**src/rtl/lrc_tsp_pkg.sv**
```systemverilog
// ----------------------------------------------------------------------------
// LRC timestamp tag parser package
// Shared widths, character codes, status codes and the close record type.
// ----------------------------------------------------------------------------
package lrc_tsp_pkg;

   localparam int FIELD_WIDTH     = 32;
   localparam int CHAR_W          = 8;
   localparam int TIME_W          = 40;
   localparam int STATUS_W        = 2;
   localparam int LEN_W           = 5;
   localparam int COLON_W         = 2;
   localparam int FRAC_W          = 10;
   localparam int FRAC_DIGITS_W   = 2;

   localparam logic [LEN_W-1:0]         LEN_MAX         = 5'd31;
   localparam logic [LEN_W-1:0]         ANGLE_MAX_INNER = 5'd29;
   localparam logic [COLON_W-1:0]       MAX_COLONS      = 2'd2;
   localparam logic [FRAC_DIGITS_W-1:0] MAX_FRAC_DIGITS = 2'd3;

   localparam logic [STATUS_W-1:0] STATUS_OK        = 2'd0;
   localparam logic [STATUS_W-1:0] STATUS_MALFORMED = 2'd1;
   localparam logic [STATUS_W-1:0] STATUS_OVERFLOW  = 2'd2;

   localparam logic [CHAR_W-1:0] CHAR_SQ_OPEN    = 8'h5B;
   localparam logic [CHAR_W-1:0] CHAR_SQ_CLOSE   = 8'h5D;
   localparam logic [CHAR_W-1:0] CHAR_ANG_OPEN   = 8'h3C;
   localparam logic [CHAR_W-1:0] CHAR_ANG_CLOSE  = 8'h3E;
   localparam logic [CHAR_W-1:0] CHAR_COLON      = 8'h3A;
   localparam logic [CHAR_W-1:0] CHAR_DOT        = 8'h2E;
   localparam logic [CHAR_W-1:0] CHAR_ZERO       = 8'h30;
   localparam logic [CHAR_W-1:0] CHAR_NINE       = 8'h39;
   localparam logic [CHAR_W-1:0] CHAR_LOWER_A    = 8'h61;
   localparam logic [CHAR_W-1:0] CHAR_LOWER_Z    = 8'h7A;
   localparam logic [CHAR_W-1:0] CHAR_UPPER_A    = 8'h41;
   localparam logic [CHAR_W-1:0] CHAR_UPPER_Z    = 8'h5A;

   typedef struct packed {
      logic                     bad;
      logic                     overflowed;
      logic [FRAC_W-1:0]        frac_value;
      logic [FRAC_DIGITS_W-1:0] frac_digits;
   } lrc_tsp_close_type;

endpackage

```
**src/rtl/lrc_tsp_ifs.sv**
```systemverilog
// ----------------------------------------------------------------------------
// LRC timestamp tag parser channels
// Valid/ready channels for text bytes, results and the mode register.
// ----------------------------------------------------------------------------
interface lrc_tsp_req_if;
   logic                              valid;
   logic                              ready;
   logic [lrc_tsp_pkg::CHAR_W-1:0]    char_byte;
   logic                              line_break;

   modport source (output valid, output char_byte, output line_break, input ready);
   modport sink   (input valid, input char_byte, input line_break, output ready);
endinterface

interface lrc_tsp_rsp_if;
   logic                              valid;
   logic                              ready;
   logic [lrc_tsp_pkg::TIME_W-1:0]    time_ms;
   logic [lrc_tsp_pkg::STATUS_W-1:0]  status;

   modport source (output valid, output time_ms, output status, input ready);
   modport sink   (input valid, input time_ms, input status, output ready);
endinterface

interface lrc_tsp_csr_if;
   logic valid;
   logic ready;
   logic data;

   modport source (output valid, output data, input ready);
   modport sink   (input valid, input data, output ready);
endinterface

```
**src/rtl/lrc_tsp_scanner.sv**
```systemverilog
// ----------------------------------------------------------------------------
// LRC timestamp tag scanner
// Per-byte tag tracking, field accumulation and syntax checks; emits a
// close record when the closing byte of an open tag arrives.
// ----------------------------------------------------------------------------
module lrc_tsp_scanner #(
   parameter int FIELD_WIDTH = lrc_tsp_pkg::FIELD_WIDTH
) (
   input  logic                           clock,
   input  logic                           reset,
   lrc_tsp_req_if.sink                    req_chan,
   lrc_tsp_csr_if.sink                    csr_chan,
   input  logic                           rec_ready,
   output logic                           rec_valid,
   output lrc_tsp_pkg::lrc_tsp_close_type rec_info,
   output logic [FIELD_WIDTH-1:0]         rec_upper,
   output logic [FIELD_WIDTH-1:0]         rec_field
);

   localparam int UP_W = FIELD_WIDTH + 7;
   localparam int FD_W = FIELD_WIDTH + 4;

   logic                                    angle_mode_ff, angle_mode_in;
   logic                                    tag_open_ff, tag_open_in;
   logic                                    first_inner_ff, first_inner_in;
   logic [lrc_tsp_pkg::COLON_W-1:0]         colon_count_ff, colon_count_in;
   logic                                    dot_seen_ff, dot_seen_in;
   logic                                    malformed_ff, malformed_in;
   logic                                    overflowed_ff, overflowed_in;
   logic [lrc_tsp_pkg::LEN_W-1:0]           inner_length_ff, inner_length_in;
   logic [FIELD_WIDTH-1:0]                  upper_total_ff, upper_total_in;
   logic [FIELD_WIDTH-1:0]                  field_value_ff, field_value_in;
   logic [lrc_tsp_pkg::FRAC_W-1:0]          frac_value_ff, frac_value_in;
   logic [lrc_tsp_pkg::FRAC_DIGITS_W-1:0]   frac_digits_ff, frac_digits_in;

   logic                                    accept;
   logic [lrc_tsp_pkg::CHAR_W-1:0]          c;
   logic [lrc_tsp_pkg::CHAR_W-1:0]          open_c, close_c;
   logic                                    is_letter, is_digit, is_close;
   logic [3:0]                              digit;
   logic [UP_W-1:0]                         upper_sum;
   logic [FD_W-1:0]                         field_sum;
   logic [lrc_tsp_pkg::FRAC_W+3:0]          frac_sum;

   assign csr_chan.ready = 1'b1;
   assign req_chan.ready = rec_ready;
   assign accept         = req_chan.valid && rec_ready;
   assign c              = req_chan.char_byte;

   assign open_c  = angle_mode_ff ? lrc_tsp_pkg::CHAR_ANG_OPEN  : lrc_tsp_pkg::CHAR_SQ_OPEN;
   assign close_c = angle_mode_ff ? lrc_tsp_pkg::CHAR_ANG_CLOSE : lrc_tsp_pkg::CHAR_SQ_CLOSE;

   assign is_letter = (c >= lrc_tsp_pkg::CHAR_LOWER_A && c <= lrc_tsp_pkg::CHAR_LOWER_Z) ||
                      (c >= lrc_tsp_pkg::CHAR_UPPER_A && c <= lrc_tsp_pkg::CHAR_UPPER_Z);
   assign is_digit  = (c >= lrc_tsp_pkg::CHAR_ZERO) && (c <= lrc_tsp_pkg::CHAR_NINE);
   assign is_close  = tag_open_ff && !req_chan.line_break && (c == close_c);
   assign digit     = c[3:0];

   // x*60 = x*64 - x*4, x*10 = x*8 + x*2
   assign upper_sum = ({7'd0, upper_total_ff} << 6) - ({7'd0, upper_total_ff} << 2)
                    + {7'd0, field_value_ff};
   assign field_sum = ({4'd0, field_value_ff} << 3) + ({4'd0, field_value_ff} << 1)
                    + {{(FD_W-4){1'b0}}, digit[3:0]};
   assign frac_sum  = ({4'd0, frac_value_ff} << 3) + ({4'd0, frac_value_ff} << 1)
                    + {{(lrc_tsp_pkg::FRAC_W){1'b0}}, digit[3:0]};

   assign rec_valid           = accept && is_close;
   assign rec_upper           = upper_total_ff;
   assign rec_field           = field_value_ff;
   assign rec_info.bad        = malformed_ff || (colon_count_ff == '0) ||
                                (angle_mode_ff && (inner_length_ff > lrc_tsp_pkg::ANGLE_MAX_INNER));
   assign rec_info.overflowed = overflowed_ff;
   assign rec_info.frac_value = frac_value_ff;
   assign rec_info.frac_digits = frac_digits_ff;

   always_comb begin
      angle_mode_in   = angle_mode_ff;
      tag_open_in     = tag_open_ff;
      first_inner_in  = first_inner_ff;
      colon_count_in  = colon_count_ff;
      dot_seen_in     = dot_seen_ff;
      malformed_in    = malformed_ff;
      overflowed_in   = overflowed_ff;
      inner_length_in = inner_length_ff;
      upper_total_in  = upper_total_ff;
      field_value_in  = field_value_ff;
      frac_value_in   = frac_value_ff;
      frac_digits_in  = frac_digits_ff;

      if (csr_chan.valid) begin
         angle_mode_in = csr_chan.data;
      end

      if (accept) begin
         if (req_chan.line_break || is_close || (!tag_open_ff && c == open_c)) begin
            // start or end of a tag, or a line break: clear the per-tag state
            tag_open_in     = !req_chan.line_break && !tag_open_ff;
            first_inner_in  = !req_chan.line_break && !tag_open_ff;
            colon_count_in  = '0;
            dot_seen_in     = 1'b0;
            malformed_in    = 1'b0;
            overflowed_in   = 1'b0;
            inner_length_in = '0;
            upper_total_in  = '0;
            field_value_in  = '0;
            frac_value_in   = '0;
            frac_digits_in  = '0;
         end else if (tag_open_ff) begin
            if (inner_length_ff != lrc_tsp_pkg::LEN_MAX) begin
               inner_length_in = inner_length_ff + 1'b1;
            end
            if (first_inner_ff && is_letter) begin
               malformed_in = 1'b1;
            end
            first_inner_in = 1'b0;

            if (c == lrc_tsp_pkg::CHAR_COLON) begin
               if (colon_count_ff >= lrc_tsp_pkg::MAX_COLONS || dot_seen_ff) begin
                  malformed_in = 1'b1;
               end else begin
                  if (upper_sum[UP_W-1:FIELD_WIDTH] != '0) begin
                     overflowed_in  = 1'b1;
                     upper_total_in = '1;
                  end else begin
                     upper_total_in = upper_sum[FIELD_WIDTH-1:0];
                  end
                  field_value_in = '0;
                  colon_count_in = colon_count_ff + 1'b1;
               end
            end else if (c == lrc_tsp_pkg::CHAR_DOT) begin
               if (dot_seen_ff || colon_count_ff == '0) begin
                  malformed_in = 1'b1;
               end
               dot_seen_in = 1'b1;
            end else if (is_digit) begin
               if (dot_seen_ff) begin
                  if (frac_digits_ff < lrc_tsp_pkg::MAX_FRAC_DIGITS) begin
                     frac_value_in  = frac_sum[lrc_tsp_pkg::FRAC_W-1:0];
                     frac_digits_in = frac_digits_ff + 1'b1;
                  end
               end else if (field_sum[FD_W-1:FIELD_WIDTH] != '0) begin
                  overflowed_in  = 1'b1;
                  field_value_in = '1;
               end else begin
                  field_value_in = field_sum[FIELD_WIDTH-1:0];
               end
            end else begin
               malformed_in = 1'b1;
            end
         end
      end
   end

   always_ff @(posedge clock) begin
      if (reset) begin
         angle_mode_ff   <= 1'b0;
         tag_open_ff     <= 1'b0;
         first_inner_ff  <= 1'b0;
         colon_count_ff  <= '0;
         dot_seen_ff     <= 1'b0;
         malformed_ff    <= 1'b0;
         overflowed_ff   <= 1'b0;
         inner_length_ff <= '0;
         upper_total_ff  <= '0;
         field_value_ff  <= '0;
         frac_value_ff   <= '0;
         frac_digits_ff  <= '0;
      end else begin
         angle_mode_ff   <= angle_mode_in;
         tag_open_ff     <= tag_open_in;
         first_inner_ff  <= first_inner_in;
         colon_count_ff  <= colon_count_in;
         dot_seen_ff     <= dot_seen_in;
         malformed_ff    <= malformed_in;
         overflowed_ff   <= overflowed_in;
         inner_length_ff <= inner_length_in;
         upper_total_ff  <= upper_total_in;
         field_value_ff  <= field_value_in;
         frac_value_ff   <= frac_value_in;
         frac_digits_ff  <= frac_digits_in;
      end
   end

endmodule

```
**src/rtl/lrc_tsp_calc.sv**
```systemverilog
// ----------------------------------------------------------------------------
// LRC timestamp millisecond calculator
// Three-stage pipeline from close record to result: capture, fold to
// seconds and pad fraction, scale to milliseconds and range check.
// ----------------------------------------------------------------------------
module lrc_tsp_calc #(
   parameter int FIELD_WIDTH = lrc_tsp_pkg::FIELD_WIDTH
) (
   input  logic                           clock,
   input  logic                           reset,
   input  logic                           rec_valid,
   output logic                           rec_ready,
   input  lrc_tsp_pkg::lrc_tsp_close_type rec_info,
   input  logic [FIELD_WIDTH-1:0]         rec_upper,
   input  logic [FIELD_WIDTH-1:0]         rec_field,
   lrc_tsp_rsp_if.source                  rsp_chan
);

   localparam int CALC_W = (FIELD_WIDTH + 16 > lrc_tsp_pkg::TIME_W + 1) ?
                           FIELD_WIDTH + 16 : lrc_tsp_pkg::TIME_W + 1;
   localparam int FW = lrc_tsp_pkg::FRAC_W;

   logic                           adv1, adv2, adv3;

   logic                           v1_ff;
   lrc_tsp_pkg::lrc_tsp_close_type info1_ff;
   logic [FIELD_WIDTH-1:0]         upper1_ff;
   logic [FIELD_WIDTH-1:0]         field1_ff;

   logic                           v2_ff;
   logic                           bad2_ff, ovf2_ff;
   logic [CALC_W-1:0]              sec2_ff, sec2_in;
   logic [FW-1:0]                  frac2_ff, frac2_in;
   logic [FW+3:0]                  frac_wide;

   logic                           v3_ff;
   logic [lrc_tsp_pkg::TIME_W-1:0] time3_ff, time3_in;
   logic [lrc_tsp_pkg::STATUS_W-1:0] status3_ff, status3_in;
   logic [CALC_W-1:0]              ms;
   logic [CALC_W-1:0]              upper_ext, field_ext;

   assign adv3      = !v3_ff || rsp_chan.ready;
   assign adv2      = !v2_ff || adv3;
   assign adv1      = !v1_ff || adv2;
   assign rec_ready = adv1;

   assign upper_ext = {{(CALC_W-FIELD_WIDTH){1'b0}}, upper1_ff};
   assign field_ext = {{(CALC_W-FIELD_WIDTH){1'b0}}, field1_ff};
   assign sec2_in   = (upper_ext << 6) - (upper_ext << 2) + field_ext;

   // right-pad the fraction to three digits
   always_comb begin
      case (info1_ff.frac_digits)
         2'd1: frac_wide = ({4'd0, info1_ff.frac_value} << 6) +
                           ({4'd0, info1_ff.frac_value} << 5) +
                           ({4'd0, info1_ff.frac_value} << 2);
         2'd2: frac_wide = ({4'd0, info1_ff.frac_value} << 3) +
                           ({4'd0, info1_ff.frac_value} << 1);
         2'd3: frac_wide = {4'd0, info1_ff.frac_value};
         default: frac_wide = '0;
      endcase
      frac2_in = frac_wide[FW-1:0];
   end

   // x*1000 = x*1024 - x*32 + x*8
   assign ms = (sec2_ff << 10) - (sec2_ff << 5) + (sec2_ff << 3)
             + {{(CALC_W-FW){1'b0}}, frac2_ff};

   always_comb begin
      time3_in   = '0;
      status3_in = lrc_tsp_pkg::STATUS_OK;
      if (bad2_ff) begin
         status3_in = lrc_tsp_pkg::STATUS_MALFORMED;
      end else if (ovf2_ff || ms[CALC_W-1:lrc_tsp_pkg::TIME_W] != '0) begin
         status3_in = lrc_tsp_pkg::STATUS_OVERFLOW;
      end else begin
         time3_in = ms[lrc_tsp_pkg::TIME_W-1:0];
      end
   end

   always_ff @(posedge clock) begin
      if (reset) begin
         v1_ff <= 1'b0;
         v2_ff <= 1'b0;
         v3_ff <= 1'b0;
      end else begin
         if (adv1) begin
            v1_ff <= rec_valid;
         end
         if (adv2) begin
            v2_ff <= v1_ff;
         end
         if (adv3) begin
            v3_ff <= v2_ff;
         end
      end
   end

   always_ff @(posedge clock) begin
      if (adv1 && rec_valid) begin
         info1_ff  <= rec_info;
         upper1_ff <= rec_upper;
         field1_ff <= rec_field;
      end
      if (adv2 && v1_ff) begin
         bad2_ff  <= info1_ff.bad;
         ovf2_ff  <= info1_ff.overflowed;
         sec2_ff  <= sec2_in;
         frac2_ff <= frac2_in;
      end
      if (adv3 && v2_ff) begin
         time3_ff   <= time3_in;
         status3_ff <= status3_in;
      end
   end

   assign rsp_chan.valid   = v3_ff;
   assign rsp_chan.time_ms = time3_ff;
   assign rsp_chan.status  = status3_ff;

endmodule

```
**src/rtl/lrc_timestamp_tag_parser_top.sv**
```systemverilog
// ----------------------------------------------------------------------------
// LRC timestamp tag parser
// Parses [m:s.f] / <m:s.f> timestamp tags from a byte stream into
// milliseconds with malformed and overflow status.
//
//   channel    dir   transaction
//   req_chan   in    one text byte (char_byte) or a line break
//   rsp_chan   out   time_ms and status for each closed tag
//   csr_chan   in    angle_mode write, always ready
//
// One byte per cycle is accepted while req_chan is ready. A closing byte's result
// passes in turn through the capture, seconds-fold and millisecond-scale
// stages before it is valid. Reset clears the mode and any open tag.
// When rsp_chan stalls, the pipeline fills and req_chan drops ready once
// all three stages hold a result.
// ----------------------------------------------------------------------------
module lrc_timestamp_tag_parser_top #(
   parameter int FIELD_WIDTH = lrc_tsp_pkg::FIELD_WIDTH
) (
   input  logic          clock,
   input  logic          reset,
   lrc_tsp_req_if.sink   req_chan,
   lrc_tsp_rsp_if.source rsp_chan,
   lrc_tsp_csr_if.sink   csr_chan
);

   logic                           rec_valid;
   logic                           rec_ready;
   lrc_tsp_pkg::lrc_tsp_close_type rec_info;
   logic [FIELD_WIDTH-1:0]         rec_upper;
   logic [FIELD_WIDTH-1:0]         rec_field;

   lrc_tsp_scanner #(
      .FIELD_WIDTH (FIELD_WIDTH)
   ) u_scanner (
      .clock     (clock),
      .reset     (reset),
      .req_chan  (req_chan),
      .csr_chan  (csr_chan),
      .rec_ready (rec_ready),
      .rec_valid (rec_valid),
      .rec_info  (rec_info),
      .rec_upper (rec_upper),
      .rec_field (rec_field)
   );

   lrc_tsp_calc #(
      .FIELD_WIDTH (FIELD_WIDTH)
   ) u_calc (
      .clock     (clock),
      .reset     (reset),
      .rec_valid (rec_valid),
      .rec_ready (rec_ready),
      .rec_info  (rec_info),
      .rec_upper (rec_upper),
      .rec_field (rec_field),
      .rsp_chan  (rsp_chan)
   );

endmodule
```
**src/flat_wrapper.sv**
```systemverilog
// flat-port wrapper written by rule: the top's interface ports become plain ports
module lrc_timestamp_tag_parser_top_flat 
#(
   parameter int FIELD_WIDTH = lrc_tsp_pkg::FIELD_WIDTH
)
  (clock, reset, req_chan_valid, req_chan_char_byte, req_chan_line_break, req_chan_ready, rsp_chan_valid, rsp_chan_time_ms, rsp_chan_status, rsp_chan_ready, csr_chan_valid, csr_chan_data, csr_chan_ready);
  lrc_tsp_req_if req_chan_i ();
  lrc_tsp_rsp_if rsp_chan_i ();
  lrc_tsp_csr_if csr_chan_i ();
  input  logic clock;
  input  logic reset;
  input wire logic [$bits(req_chan_i.valid)-1:0] req_chan_valid;
  input wire logic [$bits(req_chan_i.char_byte)-1:0] req_chan_char_byte;
  input wire logic [$bits(req_chan_i.line_break)-1:0] req_chan_line_break;
  output wire logic [$bits(req_chan_i.ready)-1:0] req_chan_ready;
  output wire logic [$bits(rsp_chan_i.valid)-1:0] rsp_chan_valid;
  output wire logic [$bits(rsp_chan_i.time_ms)-1:0] rsp_chan_time_ms;
  output wire logic [$bits(rsp_chan_i.status)-1:0] rsp_chan_status;
  input wire logic [$bits(rsp_chan_i.ready)-1:0] rsp_chan_ready;
  input wire logic [$bits(csr_chan_i.valid)-1:0] csr_chan_valid;
  input wire logic [$bits(csr_chan_i.data)-1:0] csr_chan_data;
  output wire logic [$bits(csr_chan_i.ready)-1:0] csr_chan_ready;
  assign req_chan_i.valid = req_chan_valid;
  assign req_chan_i.char_byte = req_chan_char_byte;
  assign req_chan_i.line_break = req_chan_line_break;
  assign req_chan_ready = req_chan_i.ready;
  assign rsp_chan_valid = rsp_chan_i.valid;
  assign rsp_chan_time_ms = rsp_chan_i.time_ms;
  assign rsp_chan_status = rsp_chan_i.status;
  assign rsp_chan_i.ready = rsp_chan_ready;
  assign csr_chan_i.valid = csr_chan_valid;
  assign csr_chan_i.data = csr_chan_data;
  assign csr_chan_ready = csr_chan_i.ready;
  lrc_timestamp_tag_parser_top #(.FIELD_WIDTH(FIELD_WIDTH)) u_core (.clock(clock), .reset(reset), .req_chan(req_chan_i), .rsp_chan(rsp_chan_i), .csr_chan(csr_chan_i));
endmodule
```
**config.mk**
```make
export PLATFORM = sky130hd
export DESIGN_NAME = lrc_timestamp_tag_parser_top_flat
export DESIGN_NICKNAME = d
export VERILOG_FILES = /design/src/rtl/lrc_tsp_pkg.sv /design/src/rtl/lrc_tsp_ifs.sv /design/src/rtl/lrc_tsp_scanner.sv /design/src/rtl/lrc_tsp_calc.sv /design/src/rtl/lrc_timestamp_tag_parser_top.sv /design/src/flat_wrapper.sv
export SDC_FILE = /design/constraint.sdc
export NUM_CORES = 1
export LEC_CHECK = 0
export ABC_CLOCK_PERIOD_IN_PS = 7000
export BUFFER_PORTS_ARGS = -buffer_cell sky130_fd_sc_hd__buf_2
export CORE_MARGIN = 3
export CORE_UTILIZATION = 50
export CTS_BUF_LIST = sky130_fd_sc_hd__clkbuf_16
export CTS_CLUSTER_DIAMETER = 100
export CTS_CLUSTER_SIZE = 30
export DETAILED_ROUTE_END_ITERATION = 16
export PLACE_DENSITY_LB_ADDON = 0.1
export REMOVE_ABC_BUFFERS = 1
export SYNTH_ARGS = -nofsm -noshare
export SYNTH_HDL_FRONTEND = slang
export SYNTH_HIERARCHICAL = 1
export SYNTH_SLANG_ARGS = --single-unit
```
**constraint.sdc**
```tcl
create_clock -name clock -period 7 [get_ports clock]
set_input_delay 1.05 -clock clock [delete_from_list [all_inputs] [get_ports clock]]
set_output_delay 1.05 -clock clock [all_outputs]
set_load 0.01 [all_outputs]
```
* Yosys cells after proc, flatten, opt, wreduce, memory -nomap -nowiden *
Index checks and enable logic that the tools add are counted.

word-level totals
  register bits = 264
  bits of input ports = 15
  output and inout port bits = 45
  word-level logic and storage cells = 181

operators by class
  add/subtract/negate cells = 17
  magnitude comparators = 9
  equality and inequality tests = 15
  mux-type cells = 61
  reduce and logical (&&, ||, !) cells = 52

operator list
  kind                                                               number
  two-way mux 32 bit                                                 13
  subtractor 38 x 34 -> 39 bit                                       2
  two-way mux 10 bit                                                 7
  adder 48 x 10 -> 48 bit                                            1
  adder 48 bit                                                       1
  subtractor 48 bit                                                  1
  adder 10 bit                                                       4
  adder 39 x 33 -> 40 bit                                            1
  adder 39 x 32 -> 39 bit                                            1
  adder 35 x 33 -> 36 bit                                            1
  adder 36 x 4 -> 36 bit                                             1
  one-hot mux 10 bit (3 select lines)                                1
  two-way mux 2 bit                                                  12
  two-way mux 1 bit                                                  23
  == test 8 x 6 -> 1 bit, second input constant                      2
  == test 8 x 7 -> 1 bit                                             2
  greater-or-equal comparator 8 x 7 -> 1 bit, second input constant  2
  <= comparator 8 x 7 -> 1 bit, second input constant                2
  two-way mux 5 bit                                                  3
  logical AND 1 bit                                                  14
  two-way mux 7 bit                                                  2
  nonzero test 2 bit                                                 7
  logical OR 1 bit                                                   11
  adder 10 x 4 -> 10 bit                                             1
  other kinds (27)                                                   39

* Logic depth before layout (Yosys ltp) *
  word-level depth = 10
  depth in mapped cells = 21
  mapped depth without buffers = 21

* Cells and area by module *
The synthesis kept the hierarchy.

modules (own cells, without submodules)
  module           instances  cells an instance  area an instance (sq um)  sequential area each (sq um)
  lrc_tsp_calc     1          1,411              13,729.4                  5,225.0
  lrc_tsp_scanner  1          1,200              9,514.1                   1,761.7

* Least setup slack after synthesis *
No wires, ideal clock.

  path kind = input to register
  start point = input port rsp_chan_ready
  end point = register u_core.u_calc.field1_ff[0] (enable)
  library setup time = 0.561 ns
  data arrival time = 5.705 ns
  path slack = 0.734 ns
  cell stages on the path = 7
  path through = nor2b_1 -> nand3_1 -> nand3_1 -> nor3b_1 -> and3_1 -> inv_1 -> a31oi_1

on the way
  cells in the longest elaborated chain, start to end = 6

ends and longest elaborated chain
  item                        line                                RTL
  from (decl)                 flat_wrapper.sv:19                  input wire logic [$bits(rsp_chan_i.ready)-1:0] rsp_chan_ready;
  logical OR 1 bit            lrc_tsp_calc.sv:42                  assign adv3 = !v3_ff || rsp_chan.ready;
  logical OR 1 bit            lrc_tsp_calc.sv:43                  assign adv2 = !v2_ff || adv3;
  logical OR 1 bit            lrc_tsp_calc.sv:44                  assign adv1 = !v1_ff || adv2;
  named net u_core.rec_ready  lrc_timestamp_tag_parser_top.sv:28  logic rec_ready;
  logical AND 1 bit           lrc_tsp_scanner.sv:47               assign accept = req_chan.valid && rec_ready;
  logical AND 1 bit           lrc_tsp_scanner.sv:67               assign rec_valid = accept && is_close;
  named net u_core.rec_valid  lrc_timestamp_tag_parser_top.sv:27  logic rec_valid;
  logical AND 1 bit           lrc_tsp_calc.sv:100                 if (adv1 && rec_valid) begin
  to (signal assigned)        lrc_tsp_calc.sv:103                 field1_ff <= rec_field;
  to (decl)                   lrc_tsp_calc.sv:28                  logic [FIELD_WIDTH-1:0] field1_ff;

The timed path passes the listed nets, and every way through them passes these cells.
A chain may end at the register's enable or synchronous reset.

* Worst setup path in the final report *
  start point = register u_core.u_calc.upper1_ff[2]
  end point = register u_core.u_calc.sec2_ff[34], data pin

on the way
  cells in the longest elaborated chain, start to end = 2

ends and longest elaborated chain
  item                                 line                 RTL
  from (decl)                          lrc_tsp_calc.sv:27   logic [FIELD_WIDTH-1:0] upper1_ff;
  from (signal assigned)               lrc_tsp_calc.sv:102  upper1_ff <= rec_upper;
  subtractor 38 x 34 -> 39 bit         lrc_tsp_calc.sv:49   assign sec2_in = (upper_ext << 6) - (upper_ext << 2) + field_ext;
  adder 39 x 33 -> 40 bit              lrc_tsp_calc.sv:49
  named net u_core.u_calc.sec2_in[34]  lrc_tsp_calc.sv:32   logic [CALC_W-1:0] sec2_ff, sec2_in;
  to (signal assigned)                 lrc_tsp_calc.sv:108  sec2_ff <= sec2_in;
  to (decl)                            lrc_tsp_calc.sv:32

The timed path passes the listed nets, and every way through them passes these cells.

==> run_results.csv <==
group,metric,value,unit
route,wire_per_inst,17.6,um
timing,fmax,0.203,GHz
synth,synth_compound_area_frac,0.216,
route,antenna_left,0,
synth,syn_avg_cell_area,8.90,um2
synth,ys_warn_count,6,
global_routing,grt_max_degree,70,
hold_path,hold_depth,0,
power_and_ir_drop,power_density,135,nW/um2
worst_setup_path,crit_path_start_kind,"register",
route,drc,0,
timing,timing_hold_violations_final,0,
power_and_ir_drop,ir_drop,0.133,mV
route,drtIter0Drc,1365,
timing,rsz0062_at_grt,"false",
route,routed_wl,56.6,mm
clock_tree,post_cts_buffers,0,
timing,post-route-period-util,0.704,
synth,synth_edf_count,172,
place,pre_cts_slack,2.17,ns
synth,syn_area,23200,um2
place,io_buffers,58,
synth,synth_fa_ha_area_frac,0.196,
clock_tree,clk_path_buf_depth,3,
worst_setup_path,critPathKind,"register to register",
floorplanning,ios,60,
power_and_ir_drop,power.leakage,0.0105,uW
outcome,outcome,"finished, final reports clean",
synth,synthSimpleGateAreaFrac,0.145,
global_routing,grt.busiest_layer,"met2",
route,first_pass_iters,6,
timing,worstMarginPinSlew,1.21,ns
synth,synth-seq-cells,263,
timing,slew_violations,0,
worst_setup_path,rr_worst_depth,20,
clock_tree,clk_pin_slew,0.11,ns
synth,ys.flop_type,"edfxtp_1",
timing,min_period,4.93,ns
synth,netlist_instances,2611,
global_routing,grt_pass1_vias,18167,
route,vias,18755,
power_and_ir_drop,totalPowerFinal,3310,uW
floorplanning,coreArea,45700,um2
timing,setup_slack,2.07,ns
synth,synth_common_cells,"inv_1 (312), ha_1 (244), a21oi_1 (227)",
global_routing,antenna_found_initial,0,
clock_tree,ctsResizeCount,0,
clock_tree,hold_buffers,0,
synth,muxShareOfSynthArea,0.00458,
route,via_per_inst,5.83,
clock_tree,cts_made_buffers,15,
job,cap_violations,0,
global_routing,grt_pass1_wl,93.6,mm
synth,yosysTopAreaCellShare,0.222,
synth,yosysMostFrequentCell,"inv_1",
place,dp.final_hpwl,45.7,mm
floorplanning,initial_core_util,0.509,
layout,drive_gt1_frac,0.0615,
hold_path,min_path_type,"register to register",
layout,areaGrowthSynthToFinish,5.08,%
timing,relSlewSlack,0.193,
clock_tree,root_buffer,"clkbuf_16",
timing,setup_tns,0,ns
layout,layoutNonFillerInstCount,3217,
global_routing,grtUsageMet2,0.382,
place,dpl.cell_count,3191,
timing,setup_viol,0,
floorplanning,fp.dieH,222,um
synth,yosysTopAreaCell,"edfxtp_1",
synth,async_reset_ff_frac,0,
floorplanning,die-width,222,um
global_routing,grtUsageMet1,0.311,
floorplanning,die-area,49100,um2
floorplanning,core.rowCount,78,
worst_setup_path,arrival,5.20,ns
layout,fin_util,0.535,
worst_setup_path,cp_data_required_time,7.27,ns
place,place.gp.congestion,0.914,
global_routing,grt_overflow,0,
global_routing,grt_util_met3,0.0204,
clock_tree,htreeDepth,1,
global_routing,grtUsageTotal,0.227,
worst_setup_path,critPathCaptureType,"register",
timing,fin_skew,0.0378,ns
clock_tree,clock_latency,0.54,ns
synth,synth_xor_area_frac,0.0663,
clock_tree,cts_sinks,263,
synth,synthTopCellsByArea,"edfxtp_1 (22%), ha_1 (13%), dfxtp_1 (7.8%), fa_1 (6.5%), inv_1 (5.0%)",
layout,final_nets,2942,
synth,synth_top_family_by_area,"compound AO/OA/AOI/OAI gates",
layout,diodes,0,
synth,synth-seq-area-share,0.301,
synth,synth.distinct_cells,100,
clock_tree,cts_tree,"built",
worst_setup_path,crit_fanout,6,
routing by layer:
layer,vias up,part of all wire
met5,-,0
met4,0,0.030
met3,92,0.036
met2,422,0.47
met1,8865,0.47
li1,9376,-
registers in the layout (all words and copies together) (netlist names), 14 cells and up:
signal / count
u_core/u_calc/field1_ff: 32
u_core/u_calc/sec2_ff: 40
u_core/u_scanner/rec_upper: 32
u_core/u_calc/info1_ff: 14
u_core/u_calc/upper1_ff: 32
u_core/u_calc/rsp_chan.time_ms: 40
u_core/u_scanner/rec_field: 32
per-stage QoR:
stage	hold WS, ns	area [um2]
after global placement	0.407	23900
after global routing	0.459	24400
after detailed placement	0.424	23900
after floorplan	0.400	22800
final	0.451	24400
after CTS	0.445	24400
cells by family after synthesis:
family                   count (synthesis)
multiplexers                            10
AND/OR/NAND/NOR                        676
other                                    1
buffers and inverters                  401
XOR/XNOR                               176
adder cells (fa/ha/maj)                319
flip-flops                             263
AO/OA/AOI/OAI                          765
final cells by class:
cell class | count | area (um2)
Timing Repair Buffer | 69 | 373
Tap cell | 600 | 751
Fill cell | 4241 | 21200
Inverter | 312 | 1170
Sequential cell | 263 | 6990
Multi-Input combinational cell | 1947 | 14600
Clock buffer | 15 | 375
Clock inverter | 11 | 130
cell usage in the layout, fill, tap and decap left out, types with 31 or more instances in the layout:
cell | netlist | routed
nor2_1 | 138 | 138
nand2_1 | 212 | 212
inv_1 | 312 | 315
fa_1 | 75 | 75
xor2_1 | 65 | 65
a31oi_1 | 48 | 47
dfxtp_1 | 91 | 91
buf_2 | 7 | 58
a221oi_1 | 33 | 33
xnor2_1 | 111 | 111
nand3_1 | 60 | 60
nand4_1 | 38 | 38
a21oi_1 | 227 | 226
o21ai_0 | 153 | 153
nor3_1 | 74 | 74
a21o_1 | 80 | 80
ha_1 | 244 | 244
edfxtp_1 | 172 | 172
o21a_1 | 31 | 31
worst paths after layout:
| path | startpoint | end | slack, ns |
|---|---|---|---|
| max reg2reg | u_core/u_calc/upper1_ff[2]$_DFFE_PP_ | u_core/u_calc/sec2_ff[34]$_DFFE_PP_ | 2.07 |
| min | u_core/u_calc/field1_ff[1]$_DFFE_PP_ | u_core/u_calc/sec2_ff[1]$_DFFE_PP_ | 0.45 |
| max | u_core/u_calc/upper1_ff[2]$_DFFE_PP_ | u_core/u_calc/sec2_ff[34]$_DFFE_PP_ | 2.07 |
| min reg2reg | u_core/u_calc/field1_ff[1]$_DFFE_PP_ | u_core/u_calc/sec2_ff[1]$_DFFE_PP_ | 0.45 |
power by group:
group          switching, uW  internal (uW)  total, uW
sequential              25.3           1650       1670
combinational            375            238        613
clock                    589            434       1020
total                    990           2320       3310
critical path, stage by stage (launching register included):
cell and delay (ns):
edfxtp_1 0.49, ha_1 0.42, o21ai_0 0.15, a211oi_1 0.35
o211ai_1 0.26, and2_1 0.23, o21ai_0 0.28, a21o_1 0.16
a21oi_1 0.07, xnor2_1 0.14, ha_1 0.22, a21o_1 0.17
a21oi_1 0.13, nor2b_1 0.07, nor4_1 0.16, nand4_1 0.20
a311oi_1 0.31, o21ai_0 0.22, a31o_2 0.30, and3_1 0.18
xor2_1 0.14
Note: power is estimated with default switching activity, not from simulation.
